==> src/rtl/ccsc_pkg.sv <==
// Package: types, constants and round helpers for the ChaCha stream cipher unit
package ccsc_pkg;

   localparam int unsigned CSR_ADDR_W = 6;

   localparam logic [1:0] REQ_RESTART = 2'd0;
   localparam logic [1:0] REQ_SEEK    = 2'd1;
   localparam logic [1:0] REQ_CIPHER  = 2'd2;

   localparam logic [2:0] REG_KEY01  = 3'd0;
   localparam logic [2:0] REG_KEY23  = 3'd1;
   localparam logic [2:0] REG_KEY45  = 3'd2;
   localparam logic [2:0] REG_KEY67  = 3'd3;
   localparam logic [2:0] REG_NONCE0 = 3'd4;
   localparam logic [2:0] REG_NONCE1 = 3'd5;
   localparam logic [2:0] REG_NONCE2 = 3'd6;
   localparam logic [2:0] REG_MODE   = 3'd7;

   localparam logic [4:0] MODE_RESET = 5'd22;

   localparam logic [1:0] NONCE_NONE = 2'd0;
   localparam logic [1:0] NONCE_8    = 2'd1;
   localparam logic [1:0] NONCE_12   = 2'd2;
   localparam logic [1:0] NONCE_24   = 2'd3;

   localparam logic [31:0] SIGMA0    = 32'h61707865;
   localparam logic [31:0] SIGMA1_16 = 32'h3120646e;
   localparam logic [31:0] SIGMA2_16 = 32'h79622d36;
   localparam logic [31:0] SIGMA1_32 = 32'h3320646e;
   localparam logic [31:0] SIGMA2_32 = 32'h79622d32;
   localparam logic [31:0] SIGMA3    = 32'h6b206574;

   typedef struct packed {
      logic [1:0]  req_type;
      logic [7:0]  data_byte;
      logic [63:0] seek_offset;
   } req_payload_type;

   typedef struct packed {
      logic [7:0] out_byte;
      logic       status;
   } rsp_payload_type;

   typedef struct packed {
      logic [63:0] key01;
      logic [63:0] key23;
      logic [63:0] key45;
      logic [63:0] key67;
      logic [63:0] nonce0;
      logic [63:0] nonce1;
      logic [63:0] nonce2;
      logic [4:0]  mode;
   } cfg_type;

   typedef enum logic [2:0] {
      ST_IDLE,
      ST_HROUND,
      ST_HDONE,
      ST_ROUND,
      ST_FINAL,
      ST_RESP
   } state_type;

   // controller -> datapath
   typedef struct packed {
      logic       load_init;   // build block from config
      logic       load_seek;   // set counter from seek offset
      logic       work_copy;   // copy block into working state
      logic       do_round;    // one double-round half
      logic       hchacha_fin; // fold hchacha result into block
      logic       finish;      // add, write keystream, bump counter
      logic       set_pos_seek;
      logic       pos_advance;
      logic       pos_clear;
      logic       cap_cipher;  // capture cipher output byte
      logic       set_started;
   } dp_cmd_type;

   typedef struct packed {
      logic       started;
      logic       last_byte;
      logic       nonce_x;
      logic [4:0] nrounds;     // half-rounds (column or diagonal) needed
   } dp_status_type;

   typedef logic [31:0] word_type;
   typedef word_type [15:0] block_type;

   function automatic logic [31:0] rotl(input logic [31:0] v, input int unsigned n);
      rotl = (v << n) | (v >> (32 - n));
   endfunction

   function automatic logic [127:0] qr(input logic [31:0] a_i, input logic [31:0] b_i,
                                       input logic [31:0] c_i, input logic [31:0] d_i);
      logic [31:0] a, b, c, d;
      a = a_i; b = b_i; c = c_i; d = d_i;
      a = a + b; d = rotl(d ^ a, 16);
      c = c + d; b = rotl(b ^ c, 12);
      a = a + b; d = rotl(d ^ a, 8);
      c = c + d; b = rotl(b ^ c, 7);
      qr = {a, b, c, d};
   endfunction

endpackage

==> src/rtl/ccsc_control.sv <==
// Controller: sequences restart, seek and cipher items and the round iterations
module ccsc_control
   import ccsc_pkg::*;
(
   input  logic            clock,
   input  logic            reset,
   input  logic            req_valid,
   output logic            req_stall,
   input  req_payload_type req_payload,
   output logic            rsp_valid,
   input  logic            rsp_stall,
   output rsp_payload_type rsp_payload,
   input  dp_status_type   stat,
   input  logic [7:0]      cipher_byte,
   output dp_cmd_type      cmd,
   output logic            odd_half
);

   state_type   state_ff, state_in;
   logic [4:0]  rnd_ff, rnd_in;
   logic        status_ff, status_in;
   logic        zero_ff, zero_in;
   logic        accept;

   assign accept    = req_valid && !req_stall;
   assign odd_half  = rnd_ff[0];
   assign rsp_valid = (state_ff == ST_RESP);
   assign rsp_payload.out_byte = zero_ff ? 8'd0 : cipher_byte;
   assign rsp_payload.status   = status_ff;

   always_comb begin
      state_in  = state_ff;
      rnd_in    = rnd_ff;
      status_in = status_ff;
      zero_in   = zero_ff;
      cmd       = '0;
      req_stall = 1'b1;
      case (state_ff)
         ST_IDLE: begin
            req_stall = 1'b0;
            if (accept) begin
               status_in = 1'b0;
               zero_in   = 1'b1;
               rnd_in    = '0;
               if (req_payload.req_type == REQ_RESTART) begin
                  cmd.load_init   = 1'b1;
                  cmd.work_copy   = 1'b1;
                  cmd.pos_clear   = 1'b1;
                  cmd.set_started = 1'b1;
                  state_in = stat.nonce_x ? ST_HROUND : ST_ROUND;
               end else if (!stat.started) begin
                  status_in = 1'b1;
                  state_in  = ST_RESP;
               end else if (req_payload.req_type == REQ_SEEK) begin
                  cmd.load_seek    = 1'b1;
                  cmd.work_copy    = 1'b1;
                  cmd.set_pos_seek = 1'b1;
                  state_in = ST_ROUND;
               end else if (req_payload.req_type == REQ_CIPHER) begin
                  cmd.cap_cipher = 1'b1;
                  zero_in = 1'b0;
                  if (stat.last_byte) begin
                     cmd.pos_clear = 1'b1;
                     cmd.work_copy = 1'b1;
                     state_in = ST_ROUND;
                  end else begin
                     cmd.pos_advance = 1'b1;
                     state_in = ST_RESP;
                  end
               end else begin
                  state_in = ST_RESP;
               end
            end
         end
         ST_HROUND: begin
            cmd.do_round = 1'b1;
            rnd_in = rnd_ff + 5'd1;
            if (rnd_in == stat.nrounds) state_in = ST_HDONE;
         end
         ST_HDONE: begin
            cmd.hchacha_fin = 1'b1;
            rnd_in   = '0;
            state_in = ST_ROUND;
         end
         ST_ROUND: begin
            cmd.do_round = 1'b1;
            rnd_in = rnd_ff + 5'd1;
            if (rnd_in == stat.nrounds) state_in = ST_FINAL;
         end
         ST_FINAL: begin
            cmd.finish = 1'b1;
            state_in = ST_RESP;
         end
         ST_RESP: begin
            if (!rsp_stall) state_in = ST_IDLE;
         end
         default: state_in = ST_IDLE;
      endcase
   end

   always_ff @(posedge clock) begin
      rnd_ff    <= rnd_in;
      status_ff <= status_in;
      zero_ff   <= zero_in;
      if (reset) state_ff <= ST_IDLE;
      else       state_ff <= state_in;
   end

endmodule

==> config.mk <==
export PLATFORM = sky130hd
export DESIGN_NAME = ccsc_control
export DESIGN_NICKNAME = d
export VERILOG_FILES = /design/src/rtl/ccsc_pkg.sv /design/src/rtl/ccsc_control.sv
export SDC_FILE = /design/constraint.sdc
export NUM_CORES = 1
export LEC_CHECK = 0
export BUFFER_PORTS_ARGS = -buffer_cell sky130_fd_sc_hd__buf_2
export CAP_MARGIN = 20
export CORE_UTILIZATION = 31
export CTS_BUF_LIST = sky130_fd_sc_hd__clkbuf_8
export DETAILED_ROUTE_END_ITERATION = 6
export GPL_TIMING_DRIVEN = 0
export PLACE_DENSITY = 0.83
export SYNTH_ARGS = -nofsm -noshare
export SYNTH_HDL_FRONTEND = slang
export SYNTH_SLANG_ARGS = --single-unit
==> constraint.sdc <==
create_clock -name clock -period 2.3 [get_ports clock]
set_clock_uncertainty 0.1 [all_clocks]
set_input_delay 0.46 -clock clock [delete_from_list [all_inputs] [get_ports clock]]
set_output_delay 0.46 -clock clock [all_outputs]
set_load 0.1 [all_outputs]
# Word-level counts from Yosys, hierarchy flattened

Index checks and enable logic that the tools add are counted.

Flip-flop bits (word level): 10
Input port bits: 94
Word-level logic and storage cells: 66

$add $sub $neg: 1
Eq/ne operators: 12
Multiplexer cells: 39
Bitwise logic cells: 1
Reductions and logical operators: 9

Operators by type and width:

| cell                  | number |
|---|---|
| $mux W3               | 13 |
| $pmux W3 S6           | 1 |
| $mux W1               | 16 |
| $mux W5               | 3 |
| $pmux W5 S3           | 1 |
| $mux W8               | 1 |
| $ne A2 B2 Y1 const B  | 4 |
| $eq A3 B2 Y1 const B  | 2 |
| $eq A3 B3 Y1 const B  | 2 |
| $mux W2               | 3 |
| $add A5 B1 Y5 const B | 1 |
| $eq A5 B5 Y1          | 1 |
| $mux W4               | 1 |
| $reduce_and A2 Y1     | 2 |
| $reduce_and A4 Y1     | 1 |
| $eq A3 B1 Y1 const B  | 1 |
| $logic_not A3 Y1      | 1 |
| $reduce_bool A3 Y1    | 1 |
| $reduce_or A3 Y1      | 1 |
| $eq A2 B1 Y1 const B  | 1 |
| $eq A2 B2 Y1 const B  | 1 |
| $logic_not A2 Y1      | 1 |
| $reduce_or A2 Y1      | 1 |
| $logic_and A1 B1 Y1   | 1 |
| $not A1 Y1            | 1 |

# Logic depth before layout (Yosys ltp)

Gate-level depths: netlist of the first run.

Word-level depth: 7
Depth in mapped cells: 6
Mapped depth without buffers: 6

# Least setup slack after synthesis of the first run

Ideal clock, no wire load.

Path type: register to output
From: register state_ff[0]
To: output port cmd[10] (netlist bit)
Data arrival time: 3.575 ns
Path slack: -1.835 ns
Stages on the path, launching flop included: 6
Path buffers: 2
Cell sequence: dfxtp_1 > clkbuf_1 > nor3_1 > nand2_1 > nor3_1 > buf_4

RTL lines:

| item                   | RTL line            | RTL |
|---|---|---|
| start, declared        | ccsc_control.sv:19  | `state_type state_ff, state_in;` |
| start signal, assigned | ccsc_control.sv:106 | `else state_ff <= state_in;` |
| end, declared          | ccsc_control.sv:15  | `output dp_cmd_type cmd,` |

==> results of run 1 <==
-- registers in the layout, summed over array words and instances, names as in the netlist --
signal	count
zero_ff	1
state_ff	3
rnd_ff	5
status_ff	1
-- timing repair --
action / 4_1_cts / 5_1_grt
gates cloned: 0 / 0
setup buffers: 0 / 1
endpoints found under the hold margin: 0 / 0
pin swaps: 0 / 1
setup endpoints to repair: 8 / 4
gates resized for setup: 11 / 1
-- where the power goes --
| group | internal, W | total, W | switching, W |
|---|---|---|---|
| Combinational | 0.000248 | 0.000788 | 0.000540 |
| Clock | 0.000117 | 0.000184 | 0.0000671 |
| Sequential | 0.000263 | 0.000333 | 0.0000709 |
| Total | 0.000627 | 0.00130 | 0.000678 |
-- worst reg2reg max path: stages (launching register included) --
cell	delay, ns
edfxtp_1	0.44
ha_2	0.26
and3_4	0.19
xnor3_1	0.25
nand3_2	0.10
or3b_1	0.35
a21oi_1	0.17
-- layer usage --
layer / GRT usage / vias to the layer above
met5: 0 / -
met4: 0.0256 / 0
met3: 0.0367 / 2
met2: 0.302 / 42
met1: 0.175 / 390
li1: - / 427
-- worst paths after layout --
kind,endpoint,from
setup / recovery,cmd[3],req_payload[73]
hold / removal,state_ff[2],rsp_stall
setup reg to reg,state_ff[1],rnd_ff[0]
hold reg to reg,rnd_ff[4],rnd_ff[4]
-- layout make-up --
type	instances	area share
flip-flops and latches	10	0.211
clock buffers	3	0.0322
multi-input cells	74	0.466
plain buffers	6	0.0430
repair buffers	44	0.195
clock inverters	1	0.00293
inverters	7	0.0205
well taps	30	0.0293
-- logic make-up after synthesis --
kind of cell    synth area share
compound gates             0.119
buf+inv                   0.0849
simple gates               0.313
xor+xnor                   0.146
flops                      0.322
fa+ha+maj                 0.0149
-- layout by cell type (no fill, tap or decap), drive strengths merged, types with 3 or more instances in the layout --
| cell | instances |
|---|---|
| a21oi | 5 |
| buf | 48 |
| clkbuf | 5 |
| dfxtp | 3 |
| edfxtp | 7 |
| inv | 8 |
| nand2 | 6 |
| nand2b | 3 |
| nand3 | 3 |
| nand3b | 4 |
| nor2 | 12 |
| nor2b | 10 |
| nor3 | 4 |
| o21ai | 4 |
| xnor2 | 3 |
| xor2 | 3 |
-- metrics by stage --
| step | setup TNS [ns] | area, um^2 | util | hold slack, ns |
|---|---|---|---|---|
| 5_1_grt | 0 | 1280 | 0.508 | 0.455 |
| 6_report | 0 | 1280 | 0.508 | 0.406 |
| 3_3_place_gp | 0 | 1190 | 0.473 | 0.503 |
| 3_5_place_dp | 0 | 1190 | 0.473 | 0.522 |
| 2_1_floorplan | -1.08 | 941 | - | 0.485 |
| 4_1_cts | 0 | 1270 | 0.505 | 0.398 |
==> run_results.csv, run 1 <==
group,metric,value,unit
drt,ant_nets,0,
clock_network,clk_latency,0.24,ns
cells_and_area,regArea,270,um^2
logic_synthesis,synthMostInstantiatedCell,"nor2_1",
cells_and_area,final_nets,241,
cells_and_area,stdcell_count,175,
timing,fmaxAchievable,466,MHz
logic_synthesis,synth_top_area_cell,"edfxtp_1",
placed_design,port_buffers,43,
logic_synthesis,yosys-top-cells-count,"nor2_1 (12), nor2b_1 (10), edfxtp_1 (7), inv_1 (7), nand2_1 (6)",
die,core_area,2520,um^2
logic_synthesis,netlist_area,840,um^2
min_path,hold_depth,3,
global_route,grt_pass1_wl,3250,um
timing,layout_setup_ws,0.154,ns
global_route,track_usage,0.157,
logic_synthesis,ys_seq_area_frac,0.322,
die,fp.dieH,54.0,um
logic_synthesis,netlist.area_leader.share,0.250,
logic_synthesis,ys_seq_elements,10,
die,io_pins,117,
drt,drtPass1Iterations,4,
setup_path,cp_max_fo,9,
global_route,grt-ovfl-total,0,
power,power_density,1020,nW/um^2
logic_synthesis,yosysWarnings,0,
clock_network,clock-sinks,10,
drt,wl_met1,765,um
drt,wl_met3,182,um
timing,slew_violations,0,
drt,drc,0,
timing,fin_crit_sh,0.933,
drt,highest_layer,"met4",
die,rows,18,
placed_design,dp_slack,0.0276,ns
setup_path,worstPathRequired,1.74,ns
cells_and_area,layout-drive-gt1-share,0.510,
setup_path,arrival,1.59,ns
clock_network,cts_tree,"built",
die,die_w,54.0,um
cells_and_area,layout-area-overhead-vs-synth,52.6,%
setup_path,end_kind,"primary output",
setup_path,path_delay_family,"buffers and inverters",
logic_synthesis,avgSynthCellArea,8.57,um^2
drt,vias,861,
timing,rsz0062_at_grt,"false",
drt,met2_length,1200,um
setup_path,critPathMaxStageDelay,0.38,ns
global_route,antenna_found_initial,0,
placed_design,gp_congestion,0.823,
timing,hold_viol,0,
timing,setup_viol,0,
logic_synthesis,syn_inst,98,
clock_network,cts_buffers,3,
power,ir_worst_vdd,0.000652,V
clock_network,cts.path.max_buffers,2,
timing,timing.final.crit_period,2.15,ns
drt,wire_per_inst,12.3,um
global_route,grt_max_degree,11,
clock_network,clk_transition_reported_paths,0.05,ns
run_status,status,"complete, no violations",
drt,routed_wl,2160,um
logic_synthesis,synth-main-ff-cell,"edfxtp_1",
placed_design,dp_cells,171,
clock_network,h-tree-depth,1,
setup_path,cp.buffers_inverters,2,
logic_synthesis,synthesis.nets,193,
min_path,hp-class,"input port to flop",
power,power.total,0.00130,W
cells_and_area,multi_input_area,597,um^2
logic_synthesis,async_flop_share,0,
global_route,first_global_vias,772,
logic_synthesis,synth-edff-count,7,
power,leakage,0.603,nW
setup_path,crit_slowest_cell,"clkbuf_1",
timing,slew_headroom,0.588,
drt,detail_route.vias_per_cell,4.92,
drt,initialDrtViolationCount,30,
clock_network,cts_root_buf,"clkbuf_8",
setup_path,cp-start-kind,"input port",
setup_path,ff2ff_path_depth,6,
setup_path,cp.depth,4,
timing,tightest_slew,0.619,ns
logic_synthesis,synth_area_leaders,"edfxtp_1 (25%), nor2b_1 (7.5%), dfxtp_1 (7.2%)",
clock_network,hold_buffers,0,
die,initial_core_util,0.333,
cells_and_area,antenna_cells,0,
setup_path,rrSetupSlack,0.37,ns
cells_and_area,fillerInstances,245,
setup_path,path_cells,"clkbuf_1, nand3b_1, nor3_2, buf_4",
logic_synthesis,ys_types,33,
flow_run,drv_cap,0,
setup_path,path_class,"input port to primary output",
die,die-area,2920,um^2
placed_design,dp_hpwl,1780,um
Power figures use the tool's default switching activity.
==> run 2, diff against run 1 <==
CORE_UTILIZATION = 34   (was 31)
PLACE_DENSITY = 0.88   (was 0.83)
clock period = 2.69 ns   (was 2.3 ns; I/O delays follow)
==> run_results.csv, run 2 (synthesis gave the netlist of run 1 again) <==
group,metric,value,unit
drt,initialDrtViolationCount,11,
placed_design,gp_congestion,0.871,
timing,fin_crit_sh,0.902,
die,die_w,51.7,um
clock_network,clock-sinks,10,
clock_network,clk_transition_reported_paths,0.05,ns
setup_path,path_delay_family,"buffers and inverters",
setup_path,end_kind,"primary output",
die,fp.dieH,51.7,um
setup_path,worstPathRequired,2.05,ns
setup_path,cp_max_fo,10,
setup_path,arrival,1.79,ns
clock_network,postCtsSetupBuffers,0,
setup_path,cp.buffers_inverters,2,
power,power.total,0.00107,W
clock_network,cts_root_buf,"clkbuf_8",
die,rows,17,
run_status,status,"complete, no violations",
setup_path,path_cells,"clkbuf_1, nor3_2, nand2_2, nor2b_2, buf_2",
drt,vias,863,
drt,drc,0,
setup_path,crit_slowest_cell,"buf_2",
global_route,grt_max_degree,11,
cells_and_area,antenna_cells,0,
cells_and_area,largest_reg_flops,5,
global_route,antenna_found_initial,0,
timing,hold_viol,0,
global_route,grt-ovfl-total,0,
timing,timing.final.crit_period,2.43,ns
timing,tightest_slew,0.663,ns
clock_network,cts_tree,"built",
global_route,grt_pass1_wl,3100,um
cells_and_area,final_nets,241,
die,initial_core_util,0.369,
placed_design,port_buffers,43,
drt,routed_wl,2080,um
die,core_area,2280,um^2
setup_path,critPathMaxStageDelay,0.42,ns
cells_and_area,top_regs,"rnd_ff (5), state_ff (3)",
setup_path,worstReg2RegEnd,"state_ff[1]",
drt,wire_per_inst,12.0,um
clock_network,cts.path.max_buffers,2,
setup_path,cp-start-kind,"flop",
cells_and_area,layout-drive-gt1-share,0.414,
power,leakage,0.576,nW
die,io_pins,117,
timing,slew_headroom,0.558,
timing,setup_viol,0,
flow_run,drv_cap,0,
timing,finalSetupTns,0,ns
cells_and_area,final_common_cell,"buf_2",
clock_network,clk_latency,0.24,ns
clock_network,cts_buffers,3,
drt,ant_nets,0,
clock_network,h-tree-depth,1,
power,power_density,899,nW/um^2
drt,detail_route.vias_per_cell,4.99,
setup_path,ff2ff_path_depth,5,
global_route,first_global_vias,735,
min_path,hp-class,"input port to flop",
timing,fmaxAchievable,412,MHz
timing,rsz0062_at_grt,"false",
cells_and_area,layout_common_cells,"buf_2 (36), nor2_1 (11), nor2b_1 (9)",
cells_and_area,top_register,"rnd_ff",
setup_path,reg2reg_from,"state_ff[0]",
min_path,hold_depth,3,
placed_design,dp_hpwl,1710,um
min_path,hold_start,"rsp_stall",
global_route,track_usage,0.163,
setup_path,rrSetupSlack,0.75,ns
timing,slew_violations,0,
min_path,hold_end,"state_ff[2]",
drt,drtPass1Iterations,4,
cells_and_area,layout-area-overhead-vs-synth,41.9,%
die,die-area,2670,um^2
setup_path,path_class,"flop to primary output",
power,ir_worst_vdd,0.000642,V
-- run 2: cell types whose count changed in the layout (fill, tap and decap cells not counted), moves of 2 or more --
cell      before  now
nor2b_1        1    9
buf_4          9    7
clkbuf_1       1    3
buf_6          3    1
nor2_1         9   11
nor2b_2        9    1
clkbuf_4       0    3
-- run 2: timing repair --
item	in CTS	in global routing
setup endpoints to repair	4	8
gates cloned	0	0
gates resized for setup	4	5
hold buffers	0	0
pin swaps	0	0
hold endpoints to repair	0	0
-- run 2: worst max-delay path by stage --
stage / from / slack, ns / end / depth (start not counted)
after floorplan: state_ff[0] / -0.26 / cmd[1] / 4
after global placement: state_ff[2] / 0.22 / cmd[10] / 6
after detailed placement: state_ff[0] / 0.19 / cmd[10] / 6
after CTS: state_ff[0] / 0.01 / cmd[0] / 5
after global routing: state_ff[0] / 0.14 / cmd[10] / 6
final: state_ff[0] / 0.26 / cmd[2] / 5
-- run 2: final cells by class --
cell class / count / area (um^2)
buffer: 7 / 45.0
clock buffer: 3 / 41.3
clock inverter: 1 / 3.75
fill: 215 / 1080
inverter: 7 / 26.3
multi-input combinational: 74 / 537
sequential: 10 / 270
tap: 28 / 35.0
timing repair buffer: 43 / 233
-- run 2: power by group --
part | switching (W) | internal [W]
sequential | 0.0000474 | 0.000224
combinational | 0.000449 | 0.000192
clock | 0.0000587 | 0.000100
total | 0.000555 | 0.000516
-- run 2: tightest hold or removal path, cell delays in order --
cell and delay (ns):
buf_2 0.09, nand3b_1 0.09, o21ai_1 0.08
-- run 2: metrics by stage --
stage	utilization	worst slack (ns)	hold slack [ns]	instance area, um^2	cells
after floorplan	-	-0.256	0.485	871	98
after global placement	0.493	0.219	0.505	1120	169
after detailed placement	0.493	0.191	0.574	1120	169
after CTS	0.517	0.0133	0.493	1180	173
after global routing	0.523	0.135	0.522	1190	173
final	0.523	0.265	0.492	1190	173
-- run 2: layer usage --
metal,wire length (um),up-vias,track usage
met5,0,-,0
li1,-,433,-
met2,1140,28,0.292
met3,128,2,0.0409
met4,19,0,0.0811
met1,792,400,0.176
==> run 3, diff against run 2 <==
CORE_UTILIZATION = 33   (was 34)
CTS_BUF_LIST = not set   (was sky130_fd_sc_hd__clkbuf_8)
PLACE_DENSITY = 0.86   (was 0.88)
==> run_results.csv, run 3 (synthesis gave the netlist of run 1 again) <==
group,metric,value,unit
run_status,status,"complete, no violations",
clock_network,clk_latency,0.27,ns
cells_and_area,final_nets,241,
placed_design,gp_congestion,0.922,
placed_design,dp_cells,169,
cells_and_area,layout-drive-gt1-share,0.414,
power,ir_worst_vdd,0.000648,V
timing,tightest_slew,0.584,ns
clock_network,cts_tree,"built",
flow_run,drv_cap,0,
die,die_w,52.4,um
timing,setup_viol,0,
drt,vias,891,
drt,routed_wl,2360,um
timing,slew_violations,0,
setup_path,path_delay_family,"simple AND/OR/NAND/NOR gates",
drt,drtPass1Iterations,4,
cells_and_area,stdcell_count,173,
cells_and_area,largest_reg_flops,5,
timing,slew_headroom,0.611,
power,comb_power_share,0.633,
global_route,grt-ovfl-total,0,
die,io_pins,117,
power,seqPwrFrac,0.265,
power,power_density,873,nW/um^2
cells_and_area,antenna_cells,0,
setup_path,crit_slowest_cell,"buf_2",
clock_network,h-tree-depth,1,
global_route,grt_max_degree,11,
clock_network,cts_buffers,3,
timing,rsz0062_at_grt,"false",
power,p_sw_frac,0.541,
clock_network,cts_root_buf,"clkbuf_4",
drt,wire_per_inst,13.7,um
drt,ant_nets,0,
cells_and_area,top_register,"rnd_ff",
drt,initialDrtViolationCount,31,
power,power.total,0.00102,W
setup_path,end_kind,"primary output",
placed_design,dp_slack,0.170,ns
timing,layout_setup_ws,0.212,ns
timing,fin_crit_sh,0.921,
placed_design,port_buffers,43,
cells_and_area,top_regs,"rnd_ff (5), state_ff (3)",
clock_network,clk_transition_reported_paths,0.06,ns
global_route,first_global_vias,803,
die,die-area,2750,um^2
die,core_area,2300,um^2
min_path,hp-class,"input port to flop",
placed_design,dp_hpwl,1980,um
setup_path,path_class,"flop to primary output",
clock_network,postCtsSetupBuffers,0,
power,p_int,0.000470,W
setup_path,critPathMaxStageDelay,0.42,ns
global_route,track_usage,0.195,
die,initial_core_util,0.365,
drt,detail_route.vias_per_cell,5.15,
power,leakage,0.569,nW
die,rows,17,
die,fp.dieH,52.4,um
cells_and_area,layout-area-overhead-vs-synth,39.6,%
setup_path,worstPathRequired,2.05,ns
setup_path,cp_max_fo,9,
global_route,grt_pass1_wl,3710,um
setup_path,path_cells,"clkbuf_1, nor3_2, nand2_2, nor2b_2, buf_2",
timing,timing.final.crit_period,2.48,ns
power,clockPowerShare,0.102,
timing,finalSetupTns,0,ns
clock_network,cts.path.max_buffers,2,
setup_path,cp.buffers_inverters,2,
timing,fmaxAchievable,404,MHz
power,p_switching,0.000554,W
clock_network,clock-sinks,10,
timing,hold_viol,0,
drt,drc,0,
cells_and_area,layout_common_cells,"buf_2 (36), nor2_1 (11), buf_4 (10)",
cells_and_area,final_common_cell,"buf_2",
setup_path,arrival,1.84,ns
global_route,antenna_found_initial,0,
setup_path,cp-start-kind,"flop",
run 3: path summary, 6_finish.rpt:
path          startpoint     endpoint  slack [ns]  cells past startpoint
min reg2reg    rnd_ff[4]    rnd_ff[4]        0.54                      2
min            rsp_stall  state_ff[2]        0.47                      3
max          state_ff[2]       cmd[2]        0.21                      5
max reg2reg    rnd_ff[0]  state_ff[1]        0.80                      6
run 3: area by class of cell:
type	instances	area (um^2)
inverter	7	26.3
timing repair buffer	43	233
tap	28	35.0
buffer	7	45.0
fill	218	1120
sequential	10	270
clock buffer	3	22.5
multi-input combinational	74	537
clock inverter	1	3.75
run 3: worst min-delay path: stages:
cell	delay [ns]
buf_2	0.09
nand3b_1	0.09
o21ai_1	0.08
run 3: stage by stage:
stage | instance area [um^2] | hold WS, ns | util
2_1_floorplan | 871 | 0.485 | -
3_3_place_gp | 1120 | 0.503 | 0.488
3_5_place_dp | 1120 | 0.527 | 0.488
4_1_cts | 1160 | 0.459 | 0.507
5_1_grt | 1170 | 0.494 | 0.510
6_report | 1170 | 0.466 | 0.510
run 3: layer usage:
layer / global-route usage / up-vias / routed length (um)
li1: - / 433 / -
met2: 0.276 / 46 / 1010
met5: 0 / - / 0
met3: 0.0667 / 4 / 263
met1: 0.273 / 408 / 1050
met4: 0.0658 / 0 / 36
run 3: timing repair:
action                     4_1_cts  5_1_grt
hold buffers                     0        0
setup endpoints to repair        7        8
gates resized for setup          7        2
run 3: power groups by stage:
stage	Sequential, W	Combinational [W]	Clock (W)
global route	0.000279	0.000687	0.000120
floorplan	0.000304	0.000494	0
CTS	0.000271	0.000645	0.000106
finish	0.000271	0.000648	0.000104
global placement	0.000268	0.000621	0
detailed placement	0.000274	0.000639	0
